==> src/rtl/core/lgst_pkg.sv <==
// types and constants of the light gate speed trap
package lgst_pkg;

	// data path widths
	localparam int DIST_W  = 16;
	localparam int LIMIT_W = 8;
	localparam int BLOCK_W = 8;
	localparam int SPEED_W = 16;
	localparam int COUNT_W = 16;
	localparam int TIME_W  = 32;
	localparam int DIV_W   = 32;
	localparam int LIM100_W = 15;
	localparam int PROD_W  = LIM100_W + TIME_W;
	localparam int CFG_IDX_W = 2;

	// statistics stop counting at this many passes
	localparam logic [COUNT_W-1:0] MAX_PASSES = 16'd65535;

	// configuration register indexes
	localparam logic [CFG_IDX_W-1:0] REG_GATE_DISTANCE = 2'd0;
	localparam logic [CFG_IDX_W-1:0] REG_SPEED_LIMIT   = 2'd1;
	localparam logic [CFG_IDX_W-1:0] REG_BLOCK_SECONDS = 2'd2;

	// configuration reset values
	localparam logic [DIST_W-1:0]   RST_GATE_DISTANCE = 16'd100;
	localparam logic [LIMIT_W-1:0]  RST_SPEED_LIMIT   = 8'd2;
	localparam logic [BLOCK_W-1:0]  RST_BLOCK_SECONDS = 8'd10;
	localparam logic [LIM100_W-1:0] CM_PER_M          = 15'd100;

	// result kinds
	typedef enum logic [2:0] {
		K_OK        = 3'd0,
		K_SPEEDING  = 3'd1,
		K_TOO_FAST  = 3'd2,
		K_WRONG_WAY = 3'd3,
		K_BLOCKING  = 3'd4,
		K_REPORT    = 3'd5
	} kind_t;

	// divider request and response
	typedef struct packed {
		logic             start;
		logic [DIV_W-1:0] dividend;
		logic [DIV_W-1:0] divisor;
	} div_req_t;

	typedef struct packed {
		logic             done;
		logic [DIV_W-1:0] quotient;
	} div_rsp_t;

endpackage

==> src/rtl/core/light_gate_speed_trap_unit.sv <==
// Two-beam light gate speed trap. Each input word is a beam sample or an end of session
// request; a word yields at most one result word, always marked last. A beam sample that
// ends no timed pass goes through the accept and evaluate steps; a pass with zero travel seconds
// adds a final step; a timed pass and a report with passes also wait for the shared
// 32-step serial divider that computes both the pass speed and the session average. A new
// word is accepted while the previous result still waits in the output register; a word
// that has a result of its own holds at its final step until that register is free.
// The configuration port is always ready.
module light_gate_speed_trap_unit
	import lgst_pkg::*;
(
	input  logic                 clk,
	input  logic                 arst_n,
	// input words
	input  logic                 in_valid,
	output logic                 in_ready,
	input  logic                 func,
	input  logic                 beam1_lit,
	input  logic                 beam2_lit,
	input  logic                 second_tick,
	// result words
	output logic                 out_valid,
	input  logic                 out_ready,
	output logic [2:0]           kind,
	output logic [SPEED_W-1:0]   speed_cms,
	output logic [TIME_W-1:0]    travel_seconds,
	output logic [COUNT_W-1:0]   pass_count,
	output logic [COUNT_W-1:0]   speeder_count,
	output logic [SPEED_W-1:0]   max_speed_cms,
	output logic [SPEED_W-1:0]   min_speed_cms,
	output logic [SPEED_W-1:0]   avg_speed_cms,
	output logic                 stats_valid,
	output logic                 last,
	// configuration writes
	input  logic                 cfg_valid,
	output logic                 cfg_ready,
	input  logic [CFG_IDX_W-1:0] cfg_index,
	input  logic [DIST_W-1:0]    cfg_data
);

	typedef enum logic [2:0] {
		G_IDLE    = 3'd0,
		G_MOVE_R  = 3'd1,
		G_MOVE_L  = 3'd2,
		G_EXIT_B1 = 3'd3,
		G_EXIT_B2 = 3'd4,
		G_HOLD_B1 = 3'd5,
		G_HOLD_B2 = 3'd6
	} gate_t;

	typedef enum logic [1:0] {
		C_IDLE,
		C_EVAL,
		C_DIV,
		C_FIN
	} ctl_t;

	typedef struct packed {
		kind_t              kind;
		logic [SPEED_W-1:0] speed;
		logic [TIME_W-1:0]  travel;
		logic [COUNT_W-1:0] passes;
		logic [COUNT_W-1:0] speeders;
		logic [SPEED_W-1:0] max_speed;
		logic [SPEED_W-1:0] min_speed;
		logic [SPEED_W-1:0] avg_speed;
		logic               stats_valid;
		logic               last;
	} res_t;

	function automatic res_t mk_res(
		input kind_t              k,
		input logic [SPEED_W-1:0] spd,
		input logic [TIME_W-1:0]  trv,
		input logic [COUNT_W-1:0] pc,
		input logic [COUNT_W-1:0] sc,
		input logic [SPEED_W-1:0] mx,
		input logic [SPEED_W-1:0] mn,
		input logic [SPEED_W-1:0] avg,
		input logic               sv
	);
		res_t r;
		r.kind        = k;
		r.speed       = spd;
		r.travel      = trv;
		r.passes      = pc;
		r.speeders    = sc;
		r.max_speed   = mx;
		r.min_speed   = mn;
		r.avg_speed   = avg;
		r.stats_valid = sv;
		r.last        = 1'b1;
		return r;
	endfunction

	// configuration
	logic [DIST_W-1:0]   dist_q;
	logic [LIM100_W-1:0] lim100_q;
	logic [BLOCK_W-1:0]  block_q;

	// sequencer and item
	ctl_t ctl_q;
	logic func_q;
	logic b1_q;
	logic b2_q;

	// gate and session state
	gate_t              gate_q;
	logic [TIME_W-1:0]  now_q;
	logic [TIME_W-1:0]  entry_q;
	logic [TIME_W-1:0]  hall_q;
	logic               fresh_q;
	logic               warn_q;
	logic [COUNT_W-1:0] passes_q;
	logic [COUNT_W-1:0] speeders_q;
	logic [SPEED_W-1:0] fastest_q;
	logic [SPEED_W-1:0] slowest_q;
	logic [TIME_W-1:0]  sum_q;

	// pass timing
	logic [TIME_W-1:0] travel_q;
	logic [PROD_W-1:0] prod_q;
	logic              op_avg_q;

	// divider link and output register
	div_req_t div_req_q;
	div_rsp_t div_rsp;
	res_t     out_q;
	logic     out_valid_q;

	logic               out_free;
	logic               accept;
	logic [TIME_W-1:0]  hall_start_c;
	logic               blk_c;
	logic [TIME_W-1:0]  travel_c;
	logic               exit_lit_c;
	logic               hold_lit_c;
	logic               need_out_c;
	logic [SPEED_W-1:0] fin_speed_c;
	logic               fin_fast_c;
	kind_t              fin_kind_c;
	logic               stat_upd_c;
	logic [COUNT_W-1:0] passes_n;
	logic [COUNT_W-1:0] speeders_n;

	lgst_div u_div (
		.clk    (clk),
		.arst_n (arst_n),
		.req    (div_req_q),
		.rsp    (div_rsp)
	);

	assign out_free  = !out_valid_q || out_ready;
	assign in_ready  = (ctl_q == C_IDLE);
	assign accept    = in_valid && in_ready;
	assign cfg_ready = 1'b1;

	// blocking check, hall time counts from the first moving sample
	assign hall_start_c = fresh_q ? now_q : hall_q;
	assign blk_c = !warn_q && ((now_q - hall_start_c) > {{(TIME_W-BLOCK_W){1'b0}}, block_q});

	// beam tests of the waiting states
	assign travel_c   = now_q - entry_q;
	assign exit_lit_c = (gate_q == G_EXIT_B1) ? b1_q : b2_q;
	assign hold_lit_c = (gate_q == G_HOLD_B1) ? b1_q : b2_q;

	// evaluate step has a result of its own
	always_comb begin
		need_out_c = 1'b0;
		if (func_q) begin
			need_out_c = (passes_q == '0);
		end else begin
			case (gate_q)
				G_MOVE_R, G_MOVE_L: need_out_c = blk_c;
				G_HOLD_B1, G_HOLD_B2: need_out_c = hold_lit_c && !fresh_q;
				default: need_out_c = 1'b0;
			endcase
		end
	end

	// pass judgement and statistics update
	assign fin_speed_c = (travel_q == '0) ? '0 : div_rsp.quotient[SPEED_W-1:0];
	assign fin_fast_c  = (travel_q != '0) &&
		({{(PROD_W-DIST_W){1'b0}}, dist_q} > prod_q);
	assign fin_kind_c  = (travel_q == '0) ? K_TOO_FAST : (fin_fast_c ? K_SPEEDING : K_OK);
	assign stat_upd_c  = passes_q < MAX_PASSES;
	assign passes_n    = stat_upd_c ? passes_q + 1'b1 : passes_q;
	assign speeders_n  = (stat_upd_c && fin_fast_c) ? speeders_q + 1'b1 : speeders_q;

	// sequencer, state and output register
	always_ff @(posedge clk or negedge arst_n) begin
		if (!arst_n) begin
			dist_q      <= RST_GATE_DISTANCE;
			lim100_q    <= {{(LIM100_W-LIMIT_W){1'b0}}, RST_SPEED_LIMIT} * CM_PER_M;
			block_q     <= RST_BLOCK_SECONDS;
			ctl_q       <= C_IDLE;
			func_q      <= 1'b0;
			b1_q        <= 1'b1;
			b2_q        <= 1'b1;
			gate_q      <= G_IDLE;
			now_q       <= '0;
			entry_q     <= '0;
			hall_q      <= '0;
			fresh_q     <= 1'b0;
			warn_q      <= 1'b1;
			passes_q    <= '0;
			speeders_q  <= '0;
			fastest_q   <= '0;
			slowest_q   <= '1;
			sum_q       <= '0;
			travel_q    <= '0;
			prod_q      <= '0;
			op_avg_q    <= 1'b0;
			div_req_q   <= '0;
			out_q       <= '0;
			out_valid_q <= 1'b0;
		end else begin
			div_req_q.start <= 1'b0;
			if (out_ready) begin
				out_valid_q <= 1'b0;
			end

			// configuration writes
			if (cfg_valid) begin
				case (cfg_index)
					REG_GATE_DISTANCE: dist_q <= cfg_data;
					REG_SPEED_LIMIT: begin
						lim100_q <= {{(LIM100_W-LIMIT_W){1'b0}}, cfg_data[LIMIT_W-1:0]} * CM_PER_M;
					end
					REG_BLOCK_SECONDS: block_q <= cfg_data[BLOCK_W-1:0];
					default: ;
				endcase
			end

			case (ctl_q)
				// take a word, the seconds tick counts first
				C_IDLE: begin
					if (accept) begin
						func_q <= func;
						b1_q   <= beam1_lit;
						b2_q   <= beam2_lit;
						now_q  <= now_q + {{(TIME_W-1){1'b0}}, second_tick};
						ctl_q  <= C_EVAL;
					end
				end

				// judge the word against the gate state
				C_EVAL: begin
					if (!(need_out_c && !out_free)) begin
						ctl_q <= C_IDLE;
						if (func_q) begin
							if (passes_q != '0) begin
								op_avg_q           <= 1'b1;
								div_req_q.start    <= 1'b1;
								div_req_q.dividend <= sum_q;
								div_req_q.divisor  <= {{(DIV_W-COUNT_W){1'b0}}, passes_q};
								ctl_q              <= C_DIV;
							end else begin
								out_valid_q <= 1'b1;
								out_q <= mk_res(K_REPORT, '0, '0, passes_q, speeders_q,
									'0, '0, '0, 1'b0);
								gate_q     <= G_IDLE;
								entry_q    <= '0;
								hall_q     <= '0;
								fresh_q    <= 1'b0;
								warn_q     <= 1'b1;
								passes_q   <= '0;
								speeders_q <= '0;
								fastest_q  <= '0;
								slowest_q  <= '1;
								sum_q      <= '0;
							end
						end else begin
							case (gate_q)
								G_MOVE_R, G_MOVE_L: begin
									if (fresh_q) begin
										hall_q  <= now_q;
										fresh_q <= 1'b0;
									end
									if (blk_c) begin
										warn_q      <= 1'b1;
										out_valid_q <= 1'b1;
										out_q <= mk_res(K_BLOCKING, '0, '0, passes_q,
											speeders_q, '0, '0, '0, 1'b0);
									end
									if (!b1_q) begin
										gate_q <= (gate_q == G_MOVE_L) ? G_EXIT_B1 : G_HOLD_B1;
									end else if (!b2_q) begin
										gate_q <= (gate_q == G_MOVE_R) ? G_EXIT_B2 : G_HOLD_B2;
									end
								end
								G_EXIT_B1, G_EXIT_B2: begin
									if (exit_lit_c) begin
										travel_q <= travel_c;
										op_avg_q <= 1'b0;
										prod_q   <= {{(PROD_W-LIM100_W){1'b0}}, lim100_q} *
											{{(PROD_W-TIME_W){1'b0}}, travel_c};
										if (travel_c != '0) begin
											div_req_q.start    <= 1'b1;
											div_req_q.dividend <= {{(DIV_W-DIST_W){1'b0}}, dist_q};
											div_req_q.divisor  <= travel_c;
											ctl_q              <= C_DIV;
										end else begin
											ctl_q <= C_FIN;
										end
									end
								end
								G_HOLD_B1, G_HOLD_B2: begin
									if (hold_lit_c) begin
										if (fresh_q) begin
											entry_q <= now_q;
											gate_q  <= (gate_q == G_HOLD_B1) ? G_MOVE_R : G_MOVE_L;
										end else begin
											gate_q      <= G_IDLE;
											out_valid_q <= 1'b1;
											out_q <= mk_res(K_WRONG_WAY, '0, '0, passes_q,
												speeders_q, '0, '0, '0, 1'b0);
										end
									end
								end
								default: begin
									// idle, beam1 wins when both are broken
									gate_q <= G_IDLE;
									if (!b1_q) begin
										gate_q  <= G_HOLD_B1;
										fresh_q <= 1'b1;
									end else if (!b2_q) begin
										gate_q  <= G_HOLD_B2;
										fresh_q <= 1'b1;
									end
								end
							endcase
						end
					end
				end

				// wait for the divider
				C_DIV: begin
					if (div_rsp.done) begin
						ctl_q <= C_FIN;
					end
				end

				// close the pass or the report
				C_FIN: begin
					if (out_free) begin
						ctl_q       <= C_IDLE;
						out_valid_q <= 1'b1;
						if (op_avg_q) begin
							out_q <= mk_res(K_REPORT, '0, '0, passes_q, speeders_q, fastest_q,
								slowest_q, div_rsp.quotient[SPEED_W-1:0], 1'b1);
							gate_q     <= G_IDLE;
							entry_q    <= '0;
							hall_q     <= '0;
							fresh_q    <= 1'b0;
							warn_q     <= 1'b1;
							passes_q   <= '0;
							speeders_q <= '0;
							fastest_q  <= '0;
							slowest_q  <= '1;
							sum_q      <= '0;
						end else begin
							out_q <= mk_res(fin_kind_c, fin_speed_c, travel_q, passes_n,
								speeders_n, '0, '0, '0, 1'b0);
							if (stat_upd_c) begin
								if (fin_speed_c > fastest_q) begin
									fastest_q <= fin_speed_c;
								end
								if (fin_speed_c < slowest_q) begin
									slowest_q <= fin_speed_c;
								end
								sum_q <= sum_q + {{(TIME_W-SPEED_W){1'b0}}, fin_speed_c};
							end
							passes_q   <= passes_n;
							speeders_q <= speeders_n;
							warn_q     <= 1'b0;
							gate_q     <= G_IDLE;
						end
					end
				end

				default: ctl_q <= C_IDLE;
			endcase
		end
	end

	// result ports
	assign out_valid      = out_valid_q;
	assign kind           = out_q.kind;
	assign speed_cms      = out_q.speed;
	assign travel_seconds = out_q.travel;
	assign pass_count     = out_q.passes;
	assign speeder_count  = out_q.speeders;
	assign max_speed_cms  = out_q.max_speed;
	assign min_speed_cms  = out_q.min_speed;
	assign avg_speed_cms  = out_q.avg_speed;
	assign stats_valid    = out_q.stats_valid;
	assign last           = out_q.last;

endmodule

==> src/rtl/core/lgst_div.sv <==
// shared restoring divider, one quotient bit per cycle
module lgst_div
	import lgst_pkg::*;
(
	input  logic     clk,
	input  logic     arst_n,
	input  div_req_t req,
	output div_rsp_t rsp
);

	localparam int CNT_W = $clog2(DIV_W);
	localparam logic [CNT_W-1:0] LAST_STEP = CNT_W'(DIV_W - 1);

	logic [DIV_W-1:0] rem_q;
	logic [DIV_W-1:0] quo_q;
	logic [DIV_W-1:0] dvs_q;
	logic [CNT_W-1:0] cnt_q;
	logic             busy_q;
	logic             done_q;
	logic [DIV_W:0]   trial;

	// trial subtract of the shifted remainder
	assign trial = {rem_q, quo_q[DIV_W-1]} - {1'b0, dvs_q};

	// step sequence
	always_ff @(posedge clk or negedge arst_n) begin
		if (!arst_n) begin
			rem_q  <= '0;
			quo_q  <= '0;
			dvs_q  <= '0;
			cnt_q  <= '0;
			busy_q <= 1'b0;
			done_q <= 1'b0;
		end else begin
			done_q <= 1'b0;
			if (req.start) begin
				rem_q  <= '0;
				quo_q  <= req.dividend;
				dvs_q  <= req.divisor;
				cnt_q  <= '0;
				busy_q <= 1'b1;
			end else if (busy_q) begin
				if (!trial[DIV_W]) begin
					rem_q <= trial[DIV_W-1:0];
					quo_q <= {quo_q[DIV_W-2:0], 1'b1};
				end else begin
					rem_q <= {rem_q[DIV_W-2:0], quo_q[DIV_W-1]};
					quo_q <= {quo_q[DIV_W-2:0], 1'b0};
				end
				cnt_q <= cnt_q + 1'b1;
				if (cnt_q == LAST_STEP) begin
					busy_q <= 1'b0;
					done_q <= 1'b1;
				end
			end
		end
	end

	assign rsp.done     = done_q;
	assign rsp.quotient = quo_q;

endmodule

==> config.mk <==
export PLATFORM = sky130hd
export DESIGN_NAME = light_gate_speed_trap_unit
export DESIGN_NICKNAME = d
export VERILOG_FILES = /design/src/rtl/core/lgst_pkg.sv /design/src/rtl/core/light_gate_speed_trap_unit.sv /design/src/rtl/core/lgst_div.sv
export SDC_FILE = /design/constraint.sdc
export NUM_CORES = 2
export LEC_CHECK = 0
export BUFFER_PORTS_ARGS = -buffer_cell sky130_fd_sc_hd__buf_2
export CORE_MARGIN = 3
export CORE_UTILIZATION = 55
export DETAILED_ROUTE_END_ITERATION = 6
export PLACE_DENSITY = 0.72
export RECOVER_POWER = 25
export REMOVE_ABC_BUFFERS = 1
export SETUP_SLACK_MARGIN = 0.4
export SLEW_MARGIN = 10
export SYNTH_ARGS = -nofsm -noshare
export SYNTH_HDL_FRONTEND = slang
export SYNTH_HIERARCHICAL = 1
export SYNTH_SLANG_ARGS = --single-unit
==> constraint.sdc <==
create_clock -name clk -period 11 [get_ports clk]
set_input_delay 0 -clock clk [delete_from_list [all_inputs] [get_ports clk]]
set_output_delay 0 -clock clk [all_outputs]
set_load 0.01 [all_outputs]
==> metrics <==
die area 92900 um2; R2R Setup Slk 1.67 ns; Maximum Capacitance Violations 4; Worst Setup SP now_q[0]; slowest stage cell, crit path a311o_1; height of the die approximately 300 um; Reg area between 15000 and 20000 um2; synthesis warning total 6; Seq cells post-synth between 600 and 700; Area contributors post-synth dfrtp_1 30%, fa_1 14%, ha_1 7.3%, nand2_1 6.2%, mux2i_1 5.7%; area of the multi-input gates around 30000 um2; Crit path depth 32; area delta synth->final 8.90%; Critical Path Sink prod_q[46]; Final Max Tran Viols 225; Total Routing Usage GR 27.4%; Layout Skew 0.0311 ns; Avg WL per Cell 19.2 um; failing checks max-capacitance violations, max-slew violations; post-route setup slack ~1.7 ns; DP Cell Count 6437; reg2reg path depth 32; Resized cells post-CTS 0; FF-to-FF End prod_q[46]; Site Rows 108; # IOs 163; CTS sink cnt 619; Clock transition at path regs 0.06 ns; CTS tree yes; Core Region around 90000 um2; FFs w/ async S/R, synth 100%; Peak Freq 0.107 GHz; initial drt markers slightly below 3000; Avg Cell Area, Syn 9.20 um2; worst hold path type input port to flip-flop; pre-CTS setup slack approximately 1.8 ns; port bufs 161; Synth Flop Type dfrtp_1; count of final setup violators 0; crit path DAT 9.87 ns; Setup TNS 0 ns; Max-slew headroom -131%; share of cells above drive strength 1 between 7 and 8%; antenna violations before repair 4; final hold violations 0; CP Class flip-flop to flip-flop; DR vias/cell 5.80; Post-synth EDFFs 0; Placer Congestion 0.911; WHS about 0.15 ns; commonest non-fill, non-tap cells in the layout 813 x nand2_1, 676 x inv_1, 589 x dfrtp_1; Worst Max-Slew Pin Slew 3.46 ns; # fillers 7486; DRC errors left 0; Initial Util a little under three fifths; top-area cell type share of the netlist area 30.2%; dominant cell type by area after synthesis dfrtp_1; htree depth 3; Setup crit end kind flip-flop; CTS Buf Count 73; first-pass GRT wire length between 200 and 250 mm; CP delay by family, top compound AO/OA/AOI/OAI gates; width of the die 305 um; CP Data Required Time 11.54 ns; reg2reg start now_q[0]; Slowest Stage Delay on Critical Path 0.71 ns; RSZ-0062 raised after global routing no; status complete, but fails checks; pin count of the biggest net entering global routing 175; ANT nets after route 0; worst-skew pair later-pin latency 0.64 ns; vias in the first global route 38700; drt pass-1 iters 6; non-filler cells, final 6614; Seq/Total Area, Yosys between 30% and 40%; via count 38400; synthesized area between 40000 and 50000 um2; Worst Path Max Fanout 16; Final min period 9.33 ns; crit path buf inv count 6; aggregate routed wire length 127 mm; Bufs on Longest Clock Path 3; Startpoint Class flip-flop; detailed placer's ending HPWL around 90 mm; library cells used by synthesis 93; total grt overflow 0; fin crit share 84.8%; Post-Syn Instances 5337; Root Driver clkbuf_16; fin nets 6050; most common cell after layout, fill and taps aside nand2_1
## stage by stage
stage                     utilization, %  instance area (um2)
final                               61.0                53400
after detailed placement            58.0                50800
after floorplan                        -                47900
after global routing                61.0                53400
after global placement              58.0                50800
after CTS                           61.3                53700
## worst min-delay path by stage
stage / start / to / slack (ns) / depth (start not counted)
floorplan: arst_n / asynchronous set/reset pin / -0.30 / 0
global placement: arst_n / u_div/cnt_q[1] / 0.002 / 1
detailed placement: arst_n / u_div/cnt_q[1] / 0.007 / 1
CTS: cfg_valid / dist_q[5] / 0.08 / 4
global route: func / func_q / 0.17 / 3
finish: cfg_valid / block_q[7] / 0.15 / 3
## cell families after synthesis
group / share of synthesized area (%)
muxes: 8.45
AOI/OAI and AO/OA: 12.1
and+or+nand+nor: 15.6
xor gates and xnor gates: 3.41
adders and majority gates: 21.1
DFF: 31.6
other: 0.00764
buffers and inverters: 7.66
## worst reg2reg max path, delay by kind of cell, from the launching register on
kind	cells	cell delay [ns]
fa+ha+maj	8	3.19
compound gates	16	4.60
flops	1	0.40
buf+inv	6	0.46
simple gates	2	0.58
## layout make-up
cell class	count	area share, %
diodes	2	0.00936
clock buffers	104	3.94
clock inverters	30	0.660
repair buffers	269	2.94
flip-flops and latches	619	29.1
well taps	1155	2.70
inverters	676	4.75
multi-input cells	3759	55.9
## what timing repair did
item                      4_1_cts  5_1_grt
setup buffers                   0        0
hold buffers                   41        0
hold endpoints to repair      104        0
## state kept, by name (all words and copies together), names as in the netlist, 32 cells and up, named ones only
name / flops
sum_q: 32
prod_q: 45
div_req_q: 65
u_div/dvs_q: 32
travel_seconds: 32
u_div/rem_q: 32
hall_q: 32
entry_q: 32
u_div/quo_q: 32
travel_q: 32
now_q: 32
## Yosys cell counts (9+ instances only)
| cell | number |
|---|---|
| or3_1 | 21 |
| xnor2_1 | 101 |
| nand4_1 | 45 |
| a22o_1 | 59 |
| nand3_1 | 76 |
| nor3b_1 | 12 |
| a21oi_1 | 178 |
| mux2_2 | 116 |
| inv_1 | 676 |
| buf_1 | 16 |
| or4_1 | 16 |
| a211o_1 | 24 |
| dfrtp_1 | 592 |
| a21o_1 | 79 |
| and3_1 | 43 |
| ha_1 | 288 |
| buf_4 | 10 |
| mux2i_1 | 281 |
| o21a_1 | 34 |
| and4_1 | 13 |
| nand3b_1 | 11 |
| nor2_1 | 204 |
| a31oi_1 | 26 |
| o21bai_1 | 10 |
| clkbuf_1 | 227 |
| a2bb2oi_1 | 16 |
| nand2_1 | 813 |
| or2_2 | 9 |
| fa_1 | 337 |
| and2_1 | 189 |
| xor2_1 | 90 |
| nor4_1 | 30 |
| o211ai_1 | 26 |
| a211oi_1 | 58 |
| o31ai_1 | 25 |
| nor2b_1 | 40 |
| nand2b_1 | 44 |
| o21ai_0 | 264 |
| nor3_1 | 46 |
| buf_2 | 19 |
| dfstp_2 | 27 |
## layer usage
layer / global-route usage [%] / up-vias / part of all wire, %
met4: 10.1 / 2 / 3.8
met3: 4.17 / 250 / 6.4
met1: 36.3 / 19100 / 42
li1: - / 17900 / -
met2: 45.5 / 1174 / 47
met5: 0 / - / 0.0087
Power is left out: the tool's default activity adds up to more than one toggle a clock period on the data nets, which glitch-free logic cannot reach.
